[src/rtl/tsv_pkg.sv]
// ---------------------------------------------------------------------------
// tsv_pkg
// types and constants shared by the sample voice modules
// ---------------------------------------------------------------------------
package tsv_pkg;

	localparam logic [1:0] MODE_LOAD = 2'd0;
	localparam logic [1:0] MODE_TICK = 2'd1;
	localparam logic [1:0] MODE_SET  = 2'd2;

	localparam logic [2:0] REG_PHASE_STEP    = 3'd0;
	localparam logic [2:0] REG_SAMPLE_LENGTH = 3'd1;
	localparam logic [2:0] REG_LOOP_START    = 3'd2;
	localparam logic [2:0] REG_LOOP_END      = 3'd3;
	localparam logic [2:0] REG_LOOP_FLAGS    = 3'd4;
	localparam logic [2:0] REG_WIDE_SAMPLES  = 3'd5;
	localparam logic [2:0] REG_CHAN_VOLUME   = 3'd6;
	localparam logic [2:0] REG_INST_VOLUME   = 3'd7;

	// power of two
	localparam int QUEUE_DEPTH = 4;
	localparam int QPTR_W      = $clog2(QUEUE_DEPTH);

	typedef struct packed {
		logic [23:0] phase_step;
		logic [14:0] sample_length;
		logic [14:0] loop_start;
		logic [14:0] loop_end;
		logic [1:0]  loop_flags;
		logic        wide_samples;
		logic [6:0]  channel_volume;
		logic [6:0]  instrument_volume;
	} cfg_t;

	typedef enum logic {
		OP_LOAD = 1'b0,
		OP_PLAY = 1'b1
	} op_t;

	typedef struct packed {
		op_t         op;
		logic        in_range;
		logic [14:0] index;
		logic [15:0] data;
	} entry_t;

	typedef struct packed {
		logic full;
		logic empty;
	} qstat_t;

endpackage

[src/rtl/tsv_front.sv]
// ---------------------------------------------------------------------------
// tsv_front
// accepts items, keeps the play position and classifies loads and playing
// ticks into memory operations for the back end
// ---------------------------------------------------------------------------
module tsv_front #(
	parameter int SAMPLE_DEPTH       = 16384,
	parameter int POSITION_FRAC_BITS = 16
) (
	input  logic                clk,
	input  logic                arst_n,
	input  tsv_pkg::cfg_t       cfg,
	input  logic                item_valid,
	output logic                item_stall,
	input  logic [1:0]          mode,
	input  logic [13:0]         load_address,
	input  logic signed [15:0]  load_data,
	input  logic [14:0]         new_position,
	input  tsv_pkg::qstat_t     qstat,
	output logic                push,
	output tsv_pkg::entry_t     push_entry
);
	import tsv_pkg::*;

	function automatic logic [31:0] to_pos(input logic [14:0] x);
		logic [31:0] w;
		w = {17'd0, x};
		return w << POSITION_FRAC_BITS;
	endfunction

	logic [31:0] pos_q;
	logic [31:0] pos_d;
	logic        accept;
	logic        active;
	logic [31:0] idx0;
	logic [31:0] idx1;
	logic [31:0] pos1;
	logic        play;
	logic [14:0] play_idx;
	logic [31:0] play_base;
	logic [31:0] tick_pos;
	logic        load_ok;
	logic        play_ok;

	assign item_stall = qstat.full;
	assign accept     = item_valid && !qstat.full;

	assign active = (cfg.phase_step != 24'd0) && (cfg.channel_volume != 7'd0)
		&& (cfg.sample_length != 15'd0);
	assign load_ok = {18'd0, load_address} < 32'(SAMPLE_DEPTH);

	always_comb begin
		idx0 = pos_q >> POSITION_FRAC_BITS;
		if (cfg.loop_flags[0] && (idx0 >= {17'd0, cfg.loop_end})) begin
			pos1 = to_pos(cfg.loop_start);
			idx1 = {17'd0, cfg.loop_start};
		end else begin
			pos1 = pos_q;
			idx1 = idx0;
		end
		play      = 1'b1;
		play_base = pos1;
		play_idx  = idx1[14:0];
		tick_pos  = pos1;
		if (idx1 >= {17'd0, cfg.sample_length}) begin
			if (cfg.loop_flags[1]) begin
				play_base = 32'd0;
				play_idx  = 15'd0;
			end else begin
				play     = 1'b0;
				tick_pos = to_pos(cfg.sample_length);
			end
		end
		if (play) begin
			tick_pos = play_base + {8'd0, cfg.phase_step};
		end
	end

	assign play_ok = {17'd0, play_idx} < 32'(SAMPLE_DEPTH);

	always_comb begin
		pos_d               = pos_q;
		push                = 1'b0;
		push_entry.op       = OP_LOAD;
		push_entry.in_range = load_ok;
		push_entry.index    = {1'b0, load_address};
		push_entry.data     = load_data;
		unique case (mode)
			MODE_LOAD: begin
				push = accept;
			end
			MODE_TICK: begin
				push_entry.op       = OP_PLAY;
				push_entry.in_range = play_ok;
				push_entry.index    = play_idx;
				if (accept && active) begin
					pos_d = tick_pos;
					push  = play;
				end
			end
			MODE_SET: begin
				if (accept) begin
					pos_d = to_pos(new_position);
				end
			end
			default: begin
				pos_d = pos_q;
			end
		endcase
	end

	always_ff @(posedge clk or negedge arst_n) begin
		if (!arst_n) begin
			pos_q <= 32'd0;
		end else begin
			pos_q <= pos_d;
		end
	end

endmodule

[config.mk]
export PLATFORM = sky130hd
export DESIGN_NAME = tsv_front
export DESIGN_NICKNAME = d
export VERILOG_FILES = /design/src/rtl/tsv_pkg.sv /design/src/rtl/tsv_front.sv
export SDC_FILE = /design/constraint.sdc
export NUM_CORES = 1
export LEC_CHECK = 0
export ABC_AREA = 1
export BUFFER_PORTS_ARGS = -buffer_cell sky130_fd_sc_hd__buf_2
export CAP_MARGIN = 20
export CORE_UTILIZATION = 29
export CTS_CLUSTER_SIZE = 28
export DETAILED_ROUTE_END_ITERATION = 10
export PLACE_DENSITY = 0.59
export SETUP_SLACK_MARGIN = 0.15
export SLEW_MARGIN = 20
export SYNTH_ARGS = -nofsm -noshare
export SYNTH_HDL_FRONTEND = slang
export SYNTH_SLANG_ARGS = --single-unit
[constraint.sdc]
create_clock -name clk -period 5.3 [get_ports clk]
set_input_delay 0.265 -clock clk [delete_from_list [all_inputs] [get_ports clk]]
set_output_delay 0.265 -clock clk [all_outputs]
set_load 0.05 [all_outputs]
==> Flow_metrics.wiki <==
{| class="wikitable"
! Metric !! Value
|-
| Starting density of the core || between 20% and 30%
|-
| Post-synthesis sequential area ratio || between 10% and 20%
|-
| Non-filler instance count after layout || between 1000 and 1500
|-
| Die X || approximately 130 microns
|-
| Std cell rows || between 40 and 50
|-
| Full die area || between 15000 and 20000 sq um
|-
| Clock transition at path regs || 0.05 ns
|-
| Cell total after placement || 1074
|-
| Post-route clock skew || between 0.004 and 0.005 ns
|-
| Global route total overflow || 0
|-
| Residual DRC count || 0
|-
| Number of synthesized flops with an enable pin || 0
|-
| Number of global-route vias before repair || just under 5000
|-
| Setup repair after global routing missed its margin || yes
|-
| Leakage power || between 3 and 4 nW
|-
| Most congested layer reported by global routing || met2
|-
| Count of endpoints failing hold in the final timing report || 0
|-
| Total of fill cells in the finished design || between 1500 and 2000
|-
| Worst setup path category || reg2reg
|-
| Crit-path leading delay family || simple AND/OR/NAND/NOR gates
|-
| Post-DP Area || 5890 sq um
|-
| Max Cap Violations || 0
|-
| Most frequent cell on the critical path || sky130_fd_sc_hd__nand2_1
|-
| Post-DR vias/cell || just under 5
|-
| Fraction of final layout cells sized beyond drive strength 1 || 45.5%
|-
| VDD IR max || ~190 uV
|-
| Number of buffers inserted by hold repair at cts || 0
|-
| Number of antenna violations at the first check in global routing || 1
|-
| Detailed placer's ending HPWL || between 10000 and 15000 microns
|-
| Max Freq || about 0.19 GHz
|-
| Number of buffers on the longest clock path || 2
|-
| Routed vias || roughly 5400
|-
| Worst slew margin relative to its limit || 41.5%
|-
| Global-route met2 utilization || a little under a third
|-
| Total standard cell area after synthesis || 4510 sq um
|-
| GP Congestion || approximately 0.94
|-
| Setup Viol. Count Final || 0
|-
| Share of the clock period used by the worst path || slightly below 100%
|-
| Net count after synthesis || 900
|-
| Non-Filler Cell Area, Final || 7310 sq um
|-
| Root buffer cell || sky130_fd_sc_hd__clkbuf_16
|-
| Worst setup startpoint || pos_q[23]
|-
| Post-layout net count || between 1000 and 1500
|-
| TritonCTS Buffers || 5
|-
| Global-route usage over all layers || between 10% and 20%
|-
| Number of levels the H-tree was split into || 2
|-
| Largest registers || pos_q: 32 flops
|-
| Biggest cell delay along the critical path || ~0.4 ns
|-
| Clock net sink count || 32
|-
| Slowest stage cell on the critical path || sky130_fd_sc_hd__dfrtp_1
|-
| Core box area || roughly 15000 sq um
|-
| Power after layout || approximately 3.7 mW
|-
| Launch point of the worst reg-to-reg path || pos_q[23]
|-
| Clock latency on the worst-skew pair || between 0.2 and 0.3 ns
|-
| Number of flip-flops under the largest register name || 32
|-
| Number of distinct library cell variants in the gate-level netlist after synthesis || around 40
|-
| Gate count after technology mapping || about 700
|-
| Iteration-0 DRC count of the detailed router || about 360
|-
| TritonCTS clock tree || built
|-
| Warning count from the yosys run || 0
|-
| Arr. time, crit path || approximately 5.4 ns
|-
| Footprint of the multi-input gates || around 4000 sq um
|-
| Predominant post-synthesis flop cell || sky130_fd_sc_hd__dfrtp_1
|-
| Final worst path period need || approximately 5.2 ns
|-
| Proportion of register bits with asynchronous set or reset after synthesis || between 90% and 100%
|-
| FF/Latch Area || 801 sq um
|-
| Register bit total from synthesis || 32
|-
| Result of the run || completed
|-
| Area growth from synthesis to layout || 62.1%
|-
| Routed wire length per instance || about 15 microns
|-
| Setup TNS || 0 ns
|-
| Maximum number of pins on one net before global-route repair || 33
|-
| Power density over the cells || 505 nW/um^2
|-
| Tightest Hold Check Type || in2async
|-
| Total of buffers placed on input and output ports || roughly 130
|-
| Wire length of the first global-routing pass || ~25000 microns
|-
| Min Hold Slack || around 0.062 ns
|-
| Max-slew violation count || 0
|-
| Average cell area after synthesis || ~6.4 sq um
|-
| Grt met3 use || under 10%
|-
| I/O Pins || about 170
|-
| Top fanout value on the critical path || 7
|-
| WL final || ~17000 microns
|-
| Detail Route Antenna Nets || 0
|-
| Startpoint kind of the worst setup timing path || register
|-
| Grt met1 use || 27.9%
|-
| First-pass DRT Iterations || 5
|-
| Buffers plus inverters on the worst setup path || 9
|-
| DIE HEIGHT || between 100 and 150 microns
|-
| Slew @ Worst Pin || a little under 0.9 ns
|-
| Endpoint type of the worst setup path || register
|-
| Required time of the worst setup path || 5.51 ns
|-
| Largest register by flop count || pos_q
|}
## per-layer routing
layer  wire length, microns  vias up  share of wire (%)
met3                    875       25                5.2
li1                       -     2778                  -
met1                   7830     2475                 47
met4                    316        0                1.9
met2                   7780      150                 46
met5                      0        -                  0
## layout by cell type, fill, tap and decap left out, types with 7 or more instances in the layout
master,count
sky130_fd_sc_hd__inv_2,9
sky130_fd_sc_hd__a21oi_1,43
sky130_fd_sc_hd__nand2_4,7
sky130_fd_sc_hd__ha_4,19
sky130_fd_sc_hd__nand3_1,18
sky130_fd_sc_hd__a21oi_2,22
sky130_fd_sc_hd__buf_6,12
sky130_fd_sc_hd__xnor2_1,8
sky130_fd_sc_hd__o21ai_0,21
sky130_fd_sc_hd__nor2_2,13
sky130_fd_sc_hd__dfrtp_1,32
sky130_fd_sc_hd__nor2_1,34
sky130_fd_sc_hd__nor3_4,10
sky130_fd_sc_hd__nor3_2,12
sky130_fd_sc_hd__ha_1,40
sky130_fd_sc_hd__buf_2,131
sky130_fd_sc_hd__buf_4,106
sky130_fd_sc_hd__nand4_1,8
sky130_fd_sc_hd__nand2_1,130
sky130_fd_sc_hd__nand2_2,22
sky130_fd_sc_hd__o22ai_1,13
sky130_fd_sc_hd__o21ai_1,10
sky130_fd_sc_hd__inv_1,97
sky130_fd_sc_hd__o211ai_1,11
sky130_fd_sc_hd__nand3_2,11
sky130_fd_sc_hd__nor3_1,11
## kinds of logic after synthesis
kind of cell / after synthesis / share of synthesized area [%]
xor gates and xnor gates: 20 / 3.89
DFF: 32 / 17.8
buffers and inverters: 143 / 13.7
adders and majority gates: 61 / 17.1
AOI/OAI and AO/OA: 149 / 18.6
and+or+nand+nor: 296 / 28.9
## metrics by stage
step / util [%] / setup slack [ns]
5_1_grt: 48.1 / -0.237
6_report: 48.1 / 0.0841
2_1_floorplan: - / 0.155
3_3_place_gp: 38.7 / 0.0221
4_1_cts: 41.3 / 0.117
3_5_place_dp: 38.7 / -0.105
## Yosys cell counts, types with 3 or more instances
| cell type | n | area share, % |
|---|---|---|
| sky130_fd_sc_hd__nor4_1 | 7 | 0.97 |
| sky130_fd_sc_hd__o211ai_1 | 11 | 1.8 |
| sky130_fd_sc_hd__nand3_1 | 31 | 3.4 |
| sky130_fd_sc_hd__o22ai_1 | 13 | 1.8 |
| sky130_fd_sc_hd__o21ai_1 | 4 | 0.44 |
| sky130_fd_sc_hd__o21ai_0 | 36 | 4.0 |
| sky130_fd_sc_hd__buf_1 | 3 | 0.25 |
| sky130_fd_sc_hd__inv_1 | 105 | 8.7 |
| sky130_fd_sc_hd__ha_1 | 60 | 17 |
| sky130_fd_sc_hd__buf_4 | 18 | 3.0 |
| sky130_fd_sc_hd__a21oi_2 | 3 | 0.58 |
| sky130_fd_sc_hd__nand2_2 | 5 | 0.69 |
| sky130_fd_sc_hd__buf_2 | 5 | 0.56 |
| sky130_fd_sc_hd__a21oi_1 | 68 | 7.5 |
| sky130_fd_sc_hd__nand4_1 | 8 | 1.1 |
| sky130_fd_sc_hd__xnor2_1 | 12 | 2.3 |
| sky130_fd_sc_hd__nand2_1 | 152 | 13 |
| sky130_fd_sc_hd__clkbuf_1 | 9 | 0.75 |
| sky130_fd_sc_hd__nor2_1 | 48 | 4.0 |
| sky130_fd_sc_hd__dfrtp_1 | 32 | 18 |
| sky130_fd_sc_hd__o21a_1 | 3 | 0.50 |
| sky130_fd_sc_hd__nor3_1 | 32 | 3.6 |
| sky130_fd_sc_hd__xor2_1 | 8 | 1.6 |
| sky130_fd_sc_hd__a21o_1 | 3 | 0.50 |
## area by class of cell
class,count,area share [%]
tap,188,3.22
inverter,107,5.53
multi-input combinational,526,54.9
antenna,1,0.0343
clock buffer,8,2.00
sequential,32,11.0
timing repair buffer,255,23.4
## power breakdown
part	internal [mW]	switching [mW]	total (mW)
sequential	0.337	0.0587	0.396
clock	0.187	0.110	0.298
combinational	1.38	1.61	2.99
## final timing paths
check	to	slack, ns	cells past startpoint
max in group asynchronous	pos_q[10]	4.73	1
setup / recovery	pos_q[26]	0.08	41
min in group clk	pos_q[26]	0.27	3
hold / removal	pos_q[25]	0.06	1
setup reg to reg	pos_q[26]	0.08	41
hold reg to reg	pos_q[0]	0.53	2
## repair_timing
item | in CTS | in global routing
setup buffers | 10 | 23
cloned | 0 | 1
resized for setup | 42 | 165
pin swaps | 20 | 76
endpoints found under the setup margin | 18 | 22
## worst reg2reg max path, delay by kind of cell, from the launching register on
family / cells / cell delay (ns)
AOI/OAI and AO/OA: 7 / 1.04
adders and majority gates: 3 / 0.86
buffers and inverters: 9 / 0.95
DFF: 1 / 0.40
and+or+nand+nor: 22 / 1.90
No activity file was read; power rests on OpenSTA's default activity.
