## src/rtl/tsv_pkg.sv

```systemverilog
// ---------------------------------------------------------------------------
// tsv_pkg
// types and constants shared by the sample voice modules
// ---------------------------------------------------------------------------
package tsv_pkg;

	localparam logic [1:0] MODE_LOAD = 2'd0;
	localparam logic [1:0] MODE_TICK = 2'd1;
	localparam logic [1:0] MODE_SET  = 2'd2;

	localparam logic [2:0] REG_PHASE_STEP    = 3'd0;
	localparam logic [2:0] REG_SAMPLE_LENGTH = 3'd1;
	localparam logic [2:0] REG_LOOP_START    = 3'd2;
	localparam logic [2:0] REG_LOOP_END      = 3'd3;
	localparam logic [2:0] REG_LOOP_FLAGS    = 3'd4;
	localparam logic [2:0] REG_WIDE_SAMPLES  = 3'd5;
	localparam logic [2:0] REG_CHAN_VOLUME   = 3'd6;
	localparam logic [2:0] REG_INST_VOLUME   = 3'd7;

	// power of two
	localparam int QUEUE_DEPTH = 4;
	localparam int QPTR_W      = $clog2(QUEUE_DEPTH);

	typedef struct packed {
		logic [23:0] phase_step;
		logic [14:0] sample_length;
		logic [14:0] loop_start;
		logic [14:0] loop_end;
		logic [1:0]  loop_flags;
		logic        wide_samples;
		logic [6:0]  channel_volume;
		logic [6:0]  instrument_volume;
	} cfg_t;

	typedef enum logic {
		OP_LOAD = 1'b0,
		OP_PLAY = 1'b1
	} op_t;

	typedef struct packed {
		op_t         op;
		logic        in_range;
		logic [14:0] index;
		logic [15:0] data;
	} entry_t;

	typedef struct packed {
		logic full;
		logic empty;
	} qstat_t;

endpackage

```

## src/rtl/tsv_queue.sv

```systemverilog
// ---------------------------------------------------------------------------
// tsv_queue
// short fifo of classified items between front and back end
// ---------------------------------------------------------------------------
module tsv_queue (
	input  logic             clk,
	input  logic             arst_n,
	input  logic             push,
	input  tsv_pkg::entry_t  push_entry,
	input  logic             pop,
	output tsv_pkg::entry_t  head,
	output tsv_pkg::qstat_t  qstat
);
	import tsv_pkg::*;

	entry_t            slots_q [QUEUE_DEPTH];
	logic [QPTR_W-1:0] wr_ptr_q;
	logic [QPTR_W-1:0] rd_ptr_q;
	logic [QPTR_W:0]   count_q;

	assign head        = slots_q[rd_ptr_q];
	assign qstat.full  = count_q == (QPTR_W + 1)'(QUEUE_DEPTH);
	assign qstat.empty = count_q == '0;

	always_ff @(posedge clk) begin
		if (push) begin
			slots_q[wr_ptr_q] <= push_entry;
		end
	end

	always_ff @(posedge clk or negedge arst_n) begin
		if (!arst_n) begin
			wr_ptr_q <= '0;
			rd_ptr_q <= '0;
			count_q  <= '0;
		end else begin
			if (push) begin
				wr_ptr_q <= wr_ptr_q + 1'b1;
			end
			if (pop) begin
				rd_ptr_q <= rd_ptr_q + 1'b1;
			end
			priority if (push && !pop) begin
				count_q <= count_q + 1'b1;
			end else if (pop && !push) begin
				count_q <= count_q - 1'b1;
			end
		end
	end

endmodule

```

## config.mk

```make
export PLATFORM = sky130hd
export DESIGN_NAME = tsv_queue
export DESIGN_NICKNAME = d
export VERILOG_FILES = /design/src/rtl/tsv_pkg.sv /design/src/rtl/tsv_queue.sv
export SDC_FILE = /design/constraint.sdc
export NUM_CORES = 1
export LEC_CHECK = 0
export BUFFER_PORTS_ARGS = -buffer_cell sky130_fd_sc_hd__buf_4
export CELL_PAD_IN_SITES_DETAIL_PLACEMENT = 0
export CELL_PAD_IN_SITES_GLOBAL_PLACEMENT = 1
export CORE_MARGIN = 3
export CORE_UTILIZATION = 29
export DETAILED_ROUTE_END_ITERATION = 8
export PLACE_DENSITY = 0.6
export SYNTH_ARGS = -nofsm -noshare
export SYNTH_HDL_FRONTEND = slang
export SYNTH_SLANG_ARGS = --single-unit
```

## constraint.sdc

```tcl
create_clock -name clk -period 2.6 [get_ports clk]
set_clock_uncertainty 0.05 [all_clocks]
set_input_delay 0.52 -clock clk [delete_from_list [all_inputs] [get_ports clk]]
set_output_delay 0.52 -clock clk [all_outputs]
set_load 0.005 [all_outputs]
```

==> reports/results.txt, run 1 <==
Outcome -> finished clean
Final setup fails -> 0
Max_slew headroom -> 0.6805
Residual DRC -> 0
Vias per std cell -> 4.397
Synth Area per Inst -> 25.16 um^2
Synth cell types -> 19
Post-Synthesis Cells -> 207
CP Capture Type -> primary output
Clk sinks -> 139
MaxCap Viol Count -> 0
Worst skew pair latency -> 0.40 ns
I/O pin cnt -> 72
Clock transition at the registers of the reported paths -> 0.06 ns
Leakage -> 2.335 nW
TritonCTS buffer count -> 17
Fin crit period -> 2.345 ns
Inserted Diodes -> 0
Clk pwr share -> 0.323
Peak supply drop -> 0.0004168 V
Die W -> 140.0 um
Combinational fraction of design power -> 0.271
Seq/Total Area, Yosys -> 0.7948
Vias in the first global route -> 2,595
Initial Util -> 0.2990
Max Slew Vio Count -> 0
Placement row count -> 48
Via count -> 2,361
Synth area leader -> edfxtp_1
Cell mode on critical path -> buf_4
Transition time of the tightest slew-check pin -> 0.4793 ns
Commonest non-fill, non-tap cell in the layout -> edfxtp_1
First-pass GRT wire length -> 14,960 um
Unrepaired setup endpoints after global routing -> no
Sequential power share -> 0.406
Worst Path Required -> 2.03 ns
Post-DRT Antenna Nets -> 0
Die ar. -> 0.01960 mm^2
Hold Path Class -> input port to flop
Sw Share -> 0.2543
Net Sw Power -> 0.001940 W
Final #Nets -> 342
Startpoint types -> flop
DRT Pass-1 Iters -> 4
Fin Setup TNS -> 0 ns
Top-area cell type share of the netlist area -> 0.7612
Core region area -> 0.01742 mm^2
H-Tree Level Count -> 4
Layout cell share with drive strength beyond 1 -> 0.4551
Slowest stage delay, CP -> 0.60 ns
Pin count of the biggest net entering global routing -> 26
Synthesized area -> 0.005207 mm^2
CP Cell Sequence -> buf_4 > mux4_1 > buf_4
Post-DP HPWL -> 5976 um
Top cells by area, synth -> edfxtp_1, mux4_2, dfrtp_1
Cell Pwr Density -> 1143 mW/mm^2
P&R area growth vs syn -> 28.14%
Synth Register Bits -> 139
Net Count, Synth -> 250
Max clock buf depth -> 2
Slowest CP cell -> mux4_1
Setup Buffers After CTS -> 0
Total gr overflow -> 0
Yosys warnings -> 0
Most frequent cells in the layout -> edfxtp_1, buf_4, mux4_2
Crit path DAT -> 1.78 ns
Crit-path max FO -> 10
Die H -> 140.0 um
Wirelength per Cell -> 17.97 um
Crit Path Category -> flop to primary output
Tot GR Track Use -> 0.1040
Routability cong. -> 0.6460
Hold Vio Cnt, Final -> 0
Fillers -> 1,590
Post-layout util -> 0.3831
1st-iter DRT viols -> 111
CTS tree -> yes
Root Buffer -> clkbuf_16
# port buffers -> 71
Antenna violations before repair -> 0
Period utilization -> 0.9019
Int Pwr -> 0.005690 W
Max Clk Rate -> 426.4 MHz
Final WL -> 9649 um
Hold slack -> 0.2610 ns
[routing by layer]
metal  track usage  wire, um
met5             0         0
met4       0.04131       129
met3       0.03926       466
met2        0.1707      4863
met1        0.1244      4188
[layout make-up]
class | count | area, um^2 | share of cell area
clock buffers | 19 | 432.9 | 0.06488
clock inverters | 13 | 173.9 | 0.02606
inverters | 4 | 15.01 | 0.002250
multi-input cells | 56 | 967.2 | 0.1449
flip-flops and latches | 139 | 4141 | 0.6207
well taps | 225 | 281.5 | 0.04219
repair buffers | 81 | 660.6 | 0.09901
[per-stage QoR]
| stage | area, um^2 | power [W] | worst slack (ns) | instances |
|---|---|---|---|---|
| 5_1_grt | 6673 | 0.008046 | 0.1624 | 537 |
| 2_1_floorplan | 5207 | 0.004326 | 0.7299 | 207 |
| 4_1_cts | 6673 | 0.007806 | 0.2003 | 537 |
| 3_3_place_gp | 6056 | 0.005262 | 0.6559 | 504 |
| 6_report | 6673 | 0.007630 | 0.2550 | 537 |
| 3_5_place_dp | 6056 | 0.005300 | 0.6590 | 504 |
[cells by family (layout without fill, tap and decap cells)]
group | Yosys count | count (layout) | share of synthesized area
buf+inv | 12 | 117 | 0.02042
compound gates | 1 | 1 | 0.0009602
flops | 139 | 139 | 0.7948
fa+ha+maj | 6 | 6 | 0.01586
xor+xnor | 6 | 6 | 0.01009
mux | 34 | 34 | 0.1485
simple gates | 9 | 9 | 0.009369
[critical path: cells and delay by family, from the launching register on]
| family | cells | cell delay [ns] |
|---|---|---|
| DFF | 1 | 0.38 |
| buffers and inverters | 2 | 0.40 |
| muxes | 1 | 0.60 |
[power by group through the flow]
| stage | clock (W) | combinational (W) | sequential (W) |
|---|---|---|---|
| after CTS | 0.00255 | 0.00215 | 0.00311 |
| after detailed placement | 0 | 0.00215 | 0.00315 |
| final | 0.00246 | 0.00207 | 0.00310 |
| after floorplan | 0 | 0.00125 | 0.00308 |
| after global placement | 0 | 0.00214 | 0.00313 |
| after global routing | 0.00265 | 0.00226 | 0.00314 |
[synth_stat cells (all sizes together)]
| cell type | instances |
|---|---|
| xor2 | 4 |
| fa | 1 |
| mux4 | 33 |
| dfrtp | 7 |
| mux2 | 1 |
| buf | 8 |
| nand2 | 2 |
| xnor2 | 2 |
| o21ai | 1 |
| inv | 4 |
| nor2 | 1 |
| edfxtp | 132 |
| and2 | 4 |
| nor3b | 1 |
| nor3 | 1 |
| ha | 5 |
[path summary, 6_finish.rpt]
kind | end | slack [ns] | cells after the start | start
max in group asynchronous | rd_ptr_q[1] | 1.95 | 2 | arst_n
worst max-delay path | head[19] | 0.25 | 3 | rd_ptr_q[0]
worst min-delay path | slots_q[3][15] | 0.26 | 1 | push_entry[15]
worst max register to register | slots_q[2][2] | 0.83 | 4 | wr_ptr_q[0]
worst min register to register | count_q[2] | 0.44 | 1 | count_q[2]
min in group asynchronous | count_q[2] | 0.41 | 2 | arst_n
[what timing repair did]
item	4_1_cts	5_1_grt
resized for setup	0	0
endpoints found under the hold margin	7	0
hold buffers	1	0
[sequential cells by signal (all words and copies together) (netlist names)]
register	flops
rd_ptr_q	2
wr_ptr_q	2
count_q	3
slots_q	132
No activity file was read; power rests on OpenSTA's default activity.
==> inputs of run 2 (changes only) <==
Settings changed: PLACE_DENSITY 0.6 to default, PLACE_DENSITY_LB_ADDON from default to 0.3.
==> run 2 against run 1 <==
Die area did not move. Cell count down 0.19%. Fmax decreased by 2.5%. Non-clock buffer count shrank 1. Clock-buffer cell count increased by 3. Global-route usage grew 0.20 points. Core utilization is 0.12 points lower. Critical path depth unchanged. First-iteration DRC count fell by 8.1%. Combinational power grew 3%. Worst setup slack got worse by 0.059 ns. Critical path type unchanged. Largest cell class unchanged.
==> reports/results.txt, run 2 (synthesis results as in run 1) <==
Initial Util -> 0.2990
Max Clk Rate -> 415.9 MHz
Fin crit period -> 2.404 ns
First-pass GRT wire length -> 15,210 um
Setup Buffers After CTS -> 0
Final setup fails -> 0
Layout cell share with drive strength beyond 1 -> 0.4437
CP delay by family, top -> multiplexers
Slowest stage delay, CP -> 0.60 ns
Die W -> 140.0 um
Cell Pwr Density -> 1130 mW/mm^2
Die H -> 140.0 um
Hold path depth -> 1
Max clock buf depth -> 2
Depth of the worst register-to-register path -> 4
CP Capture Type -> primary output
Regs by FF count -> slots_q x132, count_q x3
Core region area -> 0.01742 mm^2
Area of the multi-input gates -> 967.2 um^2
Crit Path Category -> flop to primary output
I/O pin cnt -> 72
Max reg flops -> 132
Final WL -> 9705 um
Worst skew pair latency -> 0.41 ns
Residual DRC -> 0
Startpoint types -> flop
Vias in the first global route -> 2,633
Post-DRT Antenna Nets -> 0
TritonCTS buffer count -> 17
# port buffers -> 71
Clk sinks -> 139
Period utilization -> 0.9247
Antenna violations before repair -> 0
Placement row count -> 48
DRT Pass-1 Iters -> 4
1st-iter DRT viols -> 102
H-Tree Level Count -> 4
Hold Crit Endpoint -> slots_q[3][13]
Reg2reg end -> slots_q[0][32]
P&R area growth vs syn -> 27.73%
Routability cong. -> 0.6502
Inserted Diodes -> 0
Post-DP Area -> 0.006073 mm^2
Worst Path Required -> 2.03 ns
Commonest non-fill, non-tap cell in the layout -> edfxtp_1
CTS tree -> yes
Final #Nets -> 341
Wirelength per Cell -> 18.11 um
Hold Path Class -> input port to flop
Fin worst setup slack -> 0.1958 ns
Root Buffer -> clkbuf_16
Pin count of the biggest net entering global routing -> 21
Non-Filler Cell Area, Final -> 0.006651 mm^2
Crit path DAT -> 1.83 ns
Hold Startpoint -> push_entry[13]
Fillers -> 1,605
Most frequent cells in the layout -> edfxtp_1, buf_4, mux4_2
Reg2reg setup slack -> 0.87 ns
R2R Path Start -> wr_ptr_q[0]
MaxCap Viol Count -> 0
Unrepaired setup endpoints after global routing -> no
Via count -> 2,342
Leakage -> 2.320 nW
Post-DP HPWL -> 6233 um
Max Slew Vio Count -> 0
Max_slew headroom -> 0.6470
Top reg by flops -> slots_q
Outcome -> finished clean
Crit-path max FO -> 16
CP Cell Sequence -> buf_12 > mux4_1 > buf_4
Hold Vio Cnt, Final -> 0
Clock transition at the registers of the reported paths -> 0.05 ns
Setup WS pre-CTS -> 0.5918 ns
Die ar. -> 0.01960 mm^2
Worst Setup SP -> rd_ptr_q[0]
Fin Setup TNS -> 0 ns
Worst Path Buf+Inv -> 2
Peak supply drop -> 0.0005505 V
Slowest CP cell -> mux4_1
Vias per std cell -> 4.369
Reg area -> 0.004141 mm^2
Total gr overflow -> 0
Transition time of the tightest slew-check pin -> 0.5294 ns
Tot GR Track Use -> 0.1060
[run 2: metal layers]
| layer | part of all wire | global-route usage |
|---|---|---|
| met5 | 0 | 0 |
| met4 | 0.012 | 0.03978 |
| met3 | 0.055 | 0.04609 |
| met2 | 0.48 | 0.1636 |
| met1 | 0.45 | 0.1329 |
[run 2: worst max-delay path by stage]
stage | depth (start not counted) | to
after global routing | 3 | head[29]
after detailed placement | 3 | head[29]
after global placement | 3 | head[29]
after CTS | 3 | head[29]
final | 3 | head[29]
after floorplan | 3 | slots_q[2][0]
[run 2: cell type report]
class,count,share of cell area
inverter,4,0.002257
sequential,139,0.6226
clock buffer,22,0.06678
tap,225,0.04233
multi-input combinational,56,0.1454
timing repair buffer,80,0.1020
clock inverter,10,0.01862
[run 2: worst register-to-register path, stage by stage (launching register included)]
cell and delay (ns):
dfrtp_1 0.43, inv_1 0.11, ha_1 0.14, and2_2 0.46, buf_12 0.24
[run 2: timing repair]
action | in CTS | in global routing
hold endpoints to repair | 7 | 0
hold buffers | 1 | 0
resized for setup | 0 | 0
[run 2: report_power, final]
part / switching [W] / internal (W)
clock: 0.000821 / 0.00149
sequential: 0.000136 / 0.00294
combinational: 0.000951 / 0.00117
total: 0.00191 / 0.00561
[run 2: metrics by stage]
step | util | hold WS (ns) | power, W | instances
after floorplan | - | 0.1744 | 0.004326 | 207
after global placement | 0.3487 | 0.2983 | 0.005324 | 503
after detailed placement | 0.3487 | 0.2972 | 0.005349 | 503
after CTS | 0.3819 | 0.2352 | 0.007695 | 536
after global routing | 0.3819 | 0.2325 | 0.007960 | 536
final | 0.3819 | 0.2559 | 0.007516 | 536
